File: src/rtl/tsp_pkg.sv
`timescale 1ns / 1ps
package tsp_pkg;
  localparam int DistW = 16;
  localparam int TotW = 20;
  localparam int CityW = 4;
  localparam logic [TotW-1:0] TotAllOnes = {TotW{1'b1}};

  localparam logic CmdLoad = 1'b0;
  localparam logic CmdStart = 1'b1;

  typedef enum logic [2:0] {
    ST_IDLE,
    ST_FETCH,
    ST_EVAL,
    ST_EMIT
  } state_t;

  // controller -> datapath
  typedef struct packed {
    logic init;     // clear search state, latch city count
    logic fetch;    // read matrix for current candidate
    logic eval;     // evaluate candidate with fetched distance
    logic emit_adv; // advance output position
  } cmd_t;

  // datapath -> controller
  typedef struct packed {
    logic done;     // search finished
    logic out_last; // output position is the last one
  } sts_t;
endpackage

File: src/rtl/tsp_ctrl.sv
`timescale 1ns / 1ps
module tsp_ctrl
  import tsp_pkg::*;
(
  input  logic clk,
  input  logic rst,
  input  logic start,
  input  sts_t sts,
  input  logic out_ready,
  output cmd_t cmd,
  output logic busy,
  output logic out_valid
);
  state_t state, state_next;

  always_ff @(posedge clk) begin
    if (rst) state <= ST_IDLE;
    else state <= state_next;
  end

  always_comb begin
    state_next = state;
    case (state)
      ST_IDLE: if (start) state_next = ST_FETCH;
      ST_FETCH: state_next = ST_EVAL;
      ST_EVAL: if (sts.done) state_next = ST_EMIT; else state_next = ST_FETCH;
      ST_EMIT: if (out_ready && sts.out_last) state_next = ST_IDLE;
      default: state_next = ST_IDLE;
    endcase
  end

  always_comb begin
    cmd = '0;
    cmd.init = (state == ST_IDLE) && start;
    cmd.fetch = (state == ST_FETCH);
    cmd.eval = (state == ST_EVAL);
    cmd.emit_adv = (state == ST_EMIT) && out_ready;
    busy = (state != ST_IDLE);
    out_valid = (state == ST_EMIT);
  end
endmodule

File: src/rtl/tsp_dp.sv
`timescale 1ns / 1ps
module tsp_dp
  import tsp_pkg::*;
#(
  parameter int MaxCities = 12
) (
  input  logic clk,
  input  logic rst,
  input  cmd_t cmd,
  output sts_t sts,
  input  logic ld_en,
  input  logic [CityW-1:0] ld_row,
  input  logic [CityW-1:0] ld_col,
  input  logic [DistW-1:0] ld_dist,
  input  logic [CityW-1:0] num_cities,
  output logic [CityW-1:0] route_city,
  output logic [CityW-1:0] route_position,
  output logic [TotW-1:0] best_length,
  output logic last_city
);
  localparam int Depth = MaxCities * MaxCities;
  localparam int AddrW = $clog2(Depth);

  logic [DistW-1:0] mem [Depth];
  logic [DistW-1:0] rd;

  logic [CityW-1:0] n;
  logic [CityW-1:0] depth;  // position being filled
  logic [CityW-1:0] cand;   // candidate city at that position
  logic [MaxCities-1:0] visited;
  logic [CityW-1:0] route [MaxCities];
  logic [TotW-1:0] plen [MaxCities];
  logic [TotW-1:0] best;
  logic [CityW-1:0] broute [MaxCities];
  logic [CityW-1:0] opos;
  logic done;

  function automatic logic [AddrW-1:0] addr(input logic [CityW-1:0] r,
                                            input logic [CityW-1:0] c);
    logic [AddrW+CityW-1:0] a;
    a = (AddrW+CityW)'(r) * (AddrW+CityW)'(MaxCities) + (AddrW+CityW)'(c);
    return a[AddrW-1:0];
  endfunction

  always_ff @(posedge clk) begin
    if (ld_en && (32'(ld_row) < MaxCities) && (32'(ld_col) < MaxCities))
      mem[addr(ld_row, ld_col)] <= ld_dist;
    if (cmd.fetch) rd <= mem[addr(route[depth - 1'b1], cand)];
  end

  logic [TotW-1:0] len;
  logic cand_ok, cand_end;
  assign len = plen[depth - 1'b1] + TotW'(rd);
  assign cand_end = (cand >= n);
  assign cand_ok = !cand_end && !visited[cand] && (len < best);

  always_ff @(posedge clk) begin
    if (rst) begin
      done <= 1'b0;
      best <= TotAllOnes;
      opos <= '0;
      n <= CityW'(2);
    end else if (cmd.init) begin
      if (num_cities < CityW'(2)) n <= CityW'(2);
      else if (32'(num_cities) > MaxCities) n <= CityW'(MaxCities);
      else n <= num_cities;
      depth <= CityW'(1);
      cand <= CityW'(1);
      visited <= MaxCities'(1);
      route[0] <= '0;
      plen[0] <= '0;
      best <= TotAllOnes;
      done <= 1'b0;
      opos <= '0;
    end else if (cmd.eval) begin
      if (cand_end) begin
        // backtrack
        if (depth == CityW'(1)) done <= 1'b1;
        else begin
          depth <= depth - 1'b1;
          visited[route[depth - 1'b1]] <= 1'b0;
          cand <= route[depth - 1'b1] + 1'b1;
        end
      end else if (cand_ok) begin
        if (depth + 1'b1 >= n) begin
          // complete path, strictly shorter by construction
          best <= len;
          for (int i = 0; i < MaxCities; i++)
            broute[i] <= (i == 32'(depth)) ? cand : route[i];
          cand <= cand + 1'b1;
        end else begin
          route[depth] <= cand;
          plen[depth] <= len;
          visited[cand] <= 1'b1;
          depth <= depth + 1'b1;
          cand <= CityW'(1);
        end
      end else cand <= cand + 1'b1;
    end else if (cmd.emit_adv) begin
      opos <= opos + 1'b1;
    end
  end

  assign sts.done = done || (cmd.eval && cand_end && depth == CityW'(1));
  assign sts.out_last = (opos == n - 1'b1);
  assign route_city = (opos == '0) ? '0 : broute[opos];
  assign route_position = opos;
  assign best_length = best;
  assign last_city = sts.out_last;
endmodule

File: src/rtl/tsp_exhaustive_search.sv
`timescale 1ns / 1ps
// exhaustive shortest open path search from city 0 over a directed matrix.
// load beats write one distance each into the matrix. a start beat runs a
// depth-first walk over all orderings of cities 1..n-1 in lexicographic
// order with pruning of partial paths that cannot beat the best; each
// candidate takes a matrix read, then an evaluate step, and each
// backtrack step does the same. every partial path of the walk tries
// candidates 1..n-1 in turn before it backtracks.
// the route then streams out one city per beat, tlast on the final one.
// input is not taken during a search or route output.
module tsp_exhaustive_search
  import tsp_pkg::*;
#(
  parameter int MAX_CITIES = 12
) (
  input  logic clk,
  input  logic rst,
  input  logic s_axis_tvalid,
  output logic s_axis_tready,
  input  logic [23:0] s_axis_tdata,  // row_index[3:0], col_index[7:4], distance[23:8]
  input  logic s_axis_tuser,         // command
  output logic m_axis_tvalid,
  input  logic m_axis_tready,
  output logic [31:0] m_axis_tdata,  // route_city[3:0], route_position[7:4], best_length[27:8]
  output logic m_axis_tlast,         // last_city
  input  logic cfg_valid,
  output logic cfg_ready,
  input  logic [3:0] cfg_data        // num_cities
);
  logic [CityW-1:0] num_cities;
  cmd_t cmd;
  sts_t sts;
  logic busy;
  logic acc;
  logic [CityW-1:0] rc, rp;
  logic [TotW-1:0] bl;

  assign cfg_ready = 1'b1;
  always_ff @(posedge clk) begin
    if (rst) num_cities <= CityW'(2);
    else if (cfg_valid) num_cities <= cfg_data;
  end

  assign s_axis_tready = !busy;
  assign acc = s_axis_tvalid && s_axis_tready;

  tsp_ctrl u_ctrl (
    .clk(clk), .rst(rst),
    .start(acc && s_axis_tuser == CmdStart),
    .sts(sts), .out_ready(m_axis_tready),
    .cmd(cmd), .busy(busy), .out_valid(m_axis_tvalid)
  );

  tsp_dp #(.MaxCities(MAX_CITIES)) u_dp (
    .clk(clk), .rst(rst), .cmd(cmd), .sts(sts),
    .ld_en(acc && s_axis_tuser == CmdLoad),
    .ld_row(s_axis_tdata[3:0]), .ld_col(s_axis_tdata[7:4]),
    .ld_dist(s_axis_tdata[23:8]),
    .num_cities(num_cities),
    .route_city(rc), .route_position(rp), .best_length(bl),
    .last_city(m_axis_tlast)
  );

  assign m_axis_tdata = {4'b0, bl, rp, rc};
endmodule

File: config.mk
export PLATFORM = sky130hd
export DESIGN_NAME = tsp_exhaustive_search
export DESIGN_NICKNAME = d
export VERILOG_FILES = /design/src/rtl/tsp_pkg.sv /design/src/rtl/tsp_ctrl.sv /design/src/rtl/tsp_dp.sv /design/src/rtl/tsp_exhaustive_search.sv
export SDC_FILE = /design/constraint.sdc
export NUM_CORES = 2
export LEC_CHECK = 0
export BUFFER_PORTS_ARGS = -buffer_cell sky130_fd_sc_hd__buf_4
export CORE_MARGIN = 3
export CORE_UTILIZATION = 40
export CTS_CLUSTER_SIZE = 16
export DETAILED_ROUTE_END_ITERATION = 7
export HOLD_SLACK_MARGIN = 0.1
export PLACE_DENSITY_LB_ADDON = 0.2
export SYNTH_ARGS = -nofsm -noshare
export SYNTH_HDL_FRONTEND = slang
export SYNTH_SLANG_ARGS = --single-unit
File: constraint.sdc
create_clock -name clk -period 14.42 [get_ports clk]
set_clock_uncertainty 0.1 [all_clocks]
set_input_delay 2.884 -clock clk [delete_from_list [all_inputs] [get_ports clk]]
set_output_delay 2.884 -clock clk [all_outputs]
set_load 0.02 [all_outputs]
After elaboration in Yosys (flattened, before gate mapping)
Memories as Yosys holds them, arrays and structs flattened. A register that Yosys moved wholly into a read port is not among the register bits.
Cells that the tools add are included.
{"block": "word_totals", "ramBits": 2640, "out_inout_bits": 36, "reg_bits": 56, "memories": 4, "wordCells": 162, "input_bits": 34}
{"name": "u_dp.mem", "words": 144, "width": 16, "rd": 1, "rd_ports_with_merged_regs": 1, "wr": 1, "line_no": "tsp_dp.sv:24", "rtl": "logic [DistW-1:0] mem [Depth];"}
{"name": "u_dp.plen", "words": 12, "width": 20, "rd": 1, "rd_ports_with_merged_regs": 0, "wr": 1, "line_no": "tsp_dp.sv:32", "rtl": "logic [TotW-1:0] plen [MaxCities];"}
{"name": "u_dp.broute", "words": 12, "width": 4, "rd": 1, "rd_ports_with_merged_regs": 1, "wr": 12, "line_no": "tsp_dp.sv:34", "rtl": "logic [CityW-1:0] broute [MaxCities];"}
{"name": "u_dp.route", "words": 12, "width": 4, "rd": 13, "rd_ports_with_merged_regs": 0, "wr": 1, "line_no": "tsp_dp.sv:31", "rtl": "logic [CityW-1:0] route [MaxCities];"}
{"block": "classes", "order_cmp": 11, "mul": 2, "bitwise": 7, "eq_ne": 20, "add_sub_neg": 9, "n_mux": 67, "n_reduce_logical": 33}
{"op": "4-bit 2-to-1 mux", "n": 30}
{"op": "12-bit 2-to-1 mux", "n": 5}
{"op": "1-bit 2-to-1 mux", "n": 24}
{"op": "20-bit by 16-bit adder with 20-bit output", "n": 1}
{"op": "20-bit less-than comparator", "n": 1}
{"op": "20-bit 2-to-1 mux", "n": 1}
{"op": "20-bit OR reduction", "n": 1}
{"op": "4-bit by 1-bit adder with 4-bit output (second input constant)", "n": 4}
{"op": "8-bit by 4-bit adder with 8-bit output", "n": 2}
{"op": "3-bit by 4-bit equality test with 1-bit output (first input constant)", "n": 4}
{"op": "4-bit equality test (first input constant)", "n": 4}
{"op": "1-bit logical AND", "n": 14}
{"op": "12-bit bitwise AND", "n": 1}
{"op": "4-bit by 2-bit multiplier with 6-bit output (second input constant)", "n": 2}
{"op": "12-bit NOT", "n": 1}
{"op": "12-bit OR", "n": 1}
{"op": "3-bit one-hot mux with 4 select lines", "n": 1}
{"op": "4-bit by 5-bit less-than comparator with 1-bit output (second input constant)", "n": 2}
{"op": "1-bit demux with 4-bit select", "n": 2}
{"op": "2-bit by 4-bit equality test with 1-bit output (first input constant)", "n": 2}
{"op": "4-bit by 1-bit >= comparator with 1-bit output (second input constant)", "n": 2}
{"op": "4-bit >= comparator", "n": 2}
{"op": "4-bit zero test", "n": 2}
{"op": "4-bit less-than comparator (second input constant)", "n": 2}
{"op": "26 further kinds", "n": 38}

Longest topological paths before layout
{"block": "logic_depth", "word_depth": 13, "ltp_mapped": 35, "ltp_nobuf": 25}

Cells and area by module
Synthesis repeated with hierarchy kept, for this count alone.
{"block": "unflattened", "hier_cells": 4860, "area_unflattened_um2": 107768.4}
{"module": "tsp_dp", "n_inst": 1, "cells_each": 4821, "seq_area_each_um2": 81498.2, "area_per_inst_um2": 107416.8}
{"module": "tsp_exhaustive_search", "n_inst": 1, "cells_each": 23, "seq_area_each_um2": 80.1, "area_per_inst_um2": 206.4}
{"module": "tsp_ctrl", "n_inst": 1, "cells_each": 16, "seq_area_each_um2": 40.0, "area_per_inst_um2": 145.1}

Worst setup path before layout
Ideal clock, no wire load.
{"block": "synth_timing", "path_type": "register -> register", "from": "register u_dp.depth[0]", "to": "register u_dp.best[17], in the netlist u_dp.best_length[17]", "setup_ns": 0.239, "setup_slack_ns": 4.599, "period_less_slack_ns": 9.821, "required_ns": 14.081, "t_arrival_ns": 9.481, "path_buffers": 10, "path_stages_with_launch": 36, "cell_sequence": "edfxtp_1 -> buf_6 -> buf_2 -> buf_2 -> buf_1 -> inv_1 -> ha_1 -> buf_1 -> buf_1 -> buf_2 -> buf_2 -> buf_1 -> mux4_2 -> nor2_1 -> a31oi_1 -> ha_1 -> inv_1 -> fa_1 -> nor2b_1 -> o21ai_0 -> a2111oi_0 -> nor2_1 -> a21oi_1 -> nor2_1 -> xor2_1 -> inv_1 -> ha_1 -> a21o_1 -> a21oi_1 -> nor2b_1 -> o21ai_0 -> a211o_1 -> nand4b_1 -> buf_1 -> nor2_1 -> a22oi_1"}
{"block": "synth_between", "elab_chain_cells": 6, "elab_cells_between_ends": 8, "classes_between": "add/sub (3); order compare (2); reduce/logical (2); memory (1)"}
{"item": "start: declaration", "line_no": "tsp_dp.sv:28", "rtl": "logic [CityW-1:0] depth;"}
{"item": "start signal: assignment", "line_no": "tsp_dp.sv:67", "rtl": "depth <= CityW'(1);"}
{"item": "start signal: assignment", "line_no": "tsp_dp.sv:80", "rtl": "depth <= depth - 1'b1;"}
{"item": "start signal: assignment", "line_no": "tsp_dp.sv:95", "rtl": "depth <= depth + 1'b1;"}
{"item": "4-bit by 1-bit subtractor with 4-bit output", "line_no": "tsp_dp.sv:53", "rtl": "assign len = plen[depth - 1'b1] + TotW'(rd);"}
{"item": "memory read 12 x 20 bit"}
{"item": "20-bit by 16-bit adder with 20-bit output", "line_no": "tsp_dp.sv:53"}
{"item": "named net u_dp.len[12]", "line_no": "tsp_dp.sv:51", "rtl": "logic [TotW-1:0] len;"}
{"item": "20-bit less-than comparator", "line_no": "tsp_dp.sv:55", "rtl": "assign cand_ok = !cand_end && !visited[cand] && (len < best);"}
{"item": "1-bit logical AND", "line_no": "tsp_dp.sv:55"}
{"item": "4-bit AND reduction (no line)"}
{"item": "end signal: assignment", "line_no": "tsp_dp.sv:60", "rtl": "best <= TotAllOnes;"}
{"item": "end signal: assignment", "line_no": "tsp_dp.sv:72", "rtl": "best <= TotAllOnes;"}
{"item": "end signal: assignment", "line_no": "tsp_dp.sv:87", "rtl": "best <= len;"}
{"item": "end: declaration", "line_no": "tsp_dp.sv:33", "rtl": "logic [TotW-1:0] best;"}
The timed path passes the listed nets, and every way through them passes these cells.
A chain may end at the register's enable or synchronous reset.

Worst setup path in the final report
{"block": "layout_timing", "from": "register u_dp.depth[0]", "to": "memory u_dp.plen[5][3] (enable)"}
{"block": "layout_between", "elab_chain_cells": 13, "elab_cells_between_ends": 17, "classes_between": "add/sub (3); order compare (2); mux (9); reduce/logical (2); memory (1)"}
{"item": "4-bit by 1-bit subtractor with 4-bit output *", "line_no": "tsp_dp.sv:53"}
{"item": "memory read 12 x 20 bit *"}
{"item": "20-bit by 16-bit adder with 20-bit output *", "line_no": "tsp_dp.sv:53"}
{"item": "named net u_dp.len[18]", "line_no": "tsp_dp.sv:51"}
{"item": "20-bit less-than comparator *", "line_no": "tsp_dp.sv:55"}
{"item": "1-bit logical AND *", "line_no": "tsp_dp.sv:55"}
{"item": "1-bit 2-to-1 mux *", "line_no": "tsp_dp.sv:84", "rtl": "end else if (cand_ok) begin"}
{"item": "1-bit 2-to-1 mux *", "line_no": "tsp_dp.sv:76", "rtl": "if (cand_end) begin"}
{"item": "1-bit 2-to-1 mux *", "line_no": "tsp_dp.sv:75", "rtl": "end else if (cmd.eval) begin"}
{"item": "1-bit 2-to-1 mux *", "line_no": "tsp_dp.sv:63", "rtl": "end else if (cmd.init) begin"}
{"item": "1-bit 2-to-1 mux *", "line_no": "tsp_dp.sv:58", "rtl": "if (rst) begin"}
{"item": "1-bit 2-to-1 mux (implied by the code) *", "line_no": "tsp_dp.sv:93", "rtl": "plen[depth] <= len;"}
{"item": "20-bit OR reduction (no line)"}
{"item": "4-bit 2-to-1 mux (no line) / 1-bit 2-to-1 mux (equally long branches)"}
{"item": "end: declaration", "line_no": "tsp_dp.sv:32"}
The timed path passes the listed nets; every way through them passes the cells marked *.

==> out/results.ini <==
[outcome]
status = finished clean

[synth]
yosysMostFrequentCell = edfxtp_1
synth_xor_area_share_pct = 0.421
synthMuxAreaShare_pct = 18.3
yosysTopAreaCellShare_pct = 75.0
synthTopCellsByCount = edfxtp_1, mux4_2, nor2_1
ys.flop_type = edfxtp_1
synth_seq_cells = 2731
synth_cells = 4875
syn_area_mm2 = 0.108
synthSimpleGateAreaFrac_pct = 2.09
synth_top_family_by_area = multiplexers
yosys.area_share.adder_pct = 0.973
synth_area_leaders = edfxtp_1, mux4_2, nor2_1, ha_1, dfxtp_1
yosysTopAreaCell = edfxtp_1
async_reset_ff_share_pct = 0
ys_types = 69
synth-compound-area-share_pct = 1.33
synth.avg_cell_area_um2 = 22.1
seq_area_frac_synth_pct = 75.7
synth-edff-count = 2692
ys.warnings.count = 0

[routing]
drcViolationCount = 0
avgViaCountPerCell = 5.67
wl_mm = 270
wl_per_cell_um = 30.1
drtIter0Drc = 5378
top_layer = met5
ant_nets = 0
wl_met3_mm = 17.0
met2_wirelength_mm = 131
m1WireLength_mm = 117
via_count = 50767
drt_pass1_iterations = 5

[timing]
fmax_mhz = 114
max_slew_margin_pct = 5.33
period_needed_ns = 8.80
slew_viol_final = 0
hold_violations = 0
min_period_over_period_pct = 61.0
rsz0062_at_grt = no
final.setup.worst_slack_ns = 5.62
tightest_slew_ns = 1.41
setup_violations = 0
fin_setup_tns_ns = 0

[final_layout]
multi_input_comb_area_mm2 = 0.0254
final_util_pct = 46.3
seqCellArea_mm2 = 0.0816
fin_area_mm2 = 0.123
drive_gt1_share_pct = 30.5
area_growth_pct = 14.5
fillers = 22037
num-nets-final = 5306

[floorplan]
rows = 189
ios = 70
die_h_um = 525
start_util_pct = 40.4
design.core.area_mm2 = 0.267
die_area_mm2 = 0.276
die_w_um = 525

[placement]
portBuffers = 64
place_hpwl_mm = 154
place_area_mm2 = 0.114
routabilityCongestion = 0.795
dp_slack_ns = 5.54

[setup_path]
ff2ff_setup_slack_ns = 5.62
path_class = reg2reg
crit_fanout = 85
crit_path_start_kind = flip-flop
r2r-end = u_dp.plen[5][3]
cp.arrival_ns = 9.24
endpoint_kind = flip-flop
reg2regPathDepth = 27
cpMaxStageDelayCell = nor3_2
crit_family = buffers and inverters
r2r_start = u_dp.depth[0]
max_stage_delay_ns = 0.91
required_ns = 14.86
crit_buf_inv = 7

[clock_network]
cts-root-buf = clkbuf_16
cts_tree = done
clkLatencyLatePin_ns = 0.92
cts.sinks = 2731
cts_buffers = 304
cts_setup_buffers = 0
ctsHoldBuffers = 0
htreeDepth = 5
path_clk_slew_ns = 0.06
clk_path_buf_depth = 4
cts.repair.resized = 0

[global_route]
grt_max_degree = 104
grt_pass1_wl_mm = 387
grt-ovfl-total = 0
grtUsageTotal_pct = 19.4
antenna_found_initial = 9
grt_pass1_vias = 51511

[flow_run]
timing.max_cap.violations = 0

[worst_hold_path]
hp-class = reg2reg
min_from = u_dp.done
min_path_cells = 2
min_delay_worst_endpoint = u_dp.done

[pwr]
power.density_mw_per_mm2 = 141
vdd_drop_max_mv = 0.133
power_mw = 17.4
power_leakage_nw = 38.9

==> cell families after synthesis <==
logic type                 count (synthesis)
DFF                                     2731
and+or+nand+nor                          538
muxes                                    935
buffers and inverters                    316
other                                      2
adders and majority gates                 81
xor gates and xnor gates                  48
AOI/OAI and AO/OA                        224
==> placed cells by master, fill, tap and decap left out, types with 48 or more instances in the layout <==
cell / instances
edfxtp_1: 2692
mux4_2: 812
clkbuf_16: 312
buf_4: 250
nor2_1: 195
nand2_1: 163
ha_1: 73
clkinv_1: 67
inv_1: 62
mux2_2: 62
a21oi_1: 56
o21ai_0: 54
clkbuf_1: 51
mux2i_1: 48
==> worst max-delay path by stage <==
stage | end | slack, ns | startpoint | cells past startpoint
after global placement | u_dp.plen[5][6] | 5.59 | u_dp.depth[0] | 29
after global routing | u_dp.plen[5][3] | 4.87 | u_dp.depth[0] | 26
after floorplan | u_dp.best_length[17] | 4.60 | u_dp.depth[0] | 35
after CTS | u_dp.route[12][2] | 5.47 | u_dp.depth[0] | 25
final | u_dp.plen[5][3] | 5.62 | u_dp.depth[0] | 27
after detailed placement | u_dp.route[14][2] | 5.54 | u_dp.depth[0] | 25
==> state kept, by name, indices dropped and copies added (netlist names), 12 cells and up, named ones only <==
signal / count
u_dp.plen: 240
u_dp.broute: 48
u_dp.mem: 2304
u_dp.best_length: 20
u_dp.route: 64
u_dp.visited: 12
u_dp.rd: 16
==> per-layer routing <==
layer / track usage (%) / up-vias
li1: - / 21081
met1: 27.6 / 27707
met2: 31.0 / 1612
met3: 3.58 / 363
met4: 4.59 / 4
met5: 0 / -
==> layout make-up <==
| type | count | share of cell area, % |
|---|---|---|
| clock inverter | 161 | 1.33 |
| timing repair buffer | 261 | 1.70 |
| multi-input combinational | 1831 | 20.6 |
| tap | 3533 | 3.58 |
| inverter | 63 | 0.192 |
| antenna | 8 | 0.0162 |
| clock buffer | 363 | 6.48 |
| sequential | 2731 | 66.1 |
==> where the power goes <==
part	leakage (nW)	switching (mW)	internal, mW	total [mW]
clock	4.70	3.02	4.54	7.56
sequential	24.5	0.0139	8.72	8.74
combinational	9.66	0.726	0.396	1.12
total	38.9	3.76	13.7	17.4
==> per-stage QoR <==
stage	instances	hold slack, ns
2_1_floorplan	4878	0.328
3_3_place_gp	8419	0.344
6_report	8951	0.365
4_1_cts	8943	0.367
5_1_grt	8948	0.400
3_5_place_dp	8419	0.354
==> worst min-delay path, stage by stage, from the launching register on <==
cell	delay [ns]
dfxtp_1	0.32
a31oi_1	0.04
nor2_1	0.07
Note: power is estimated with default switching activity, not from simulation.
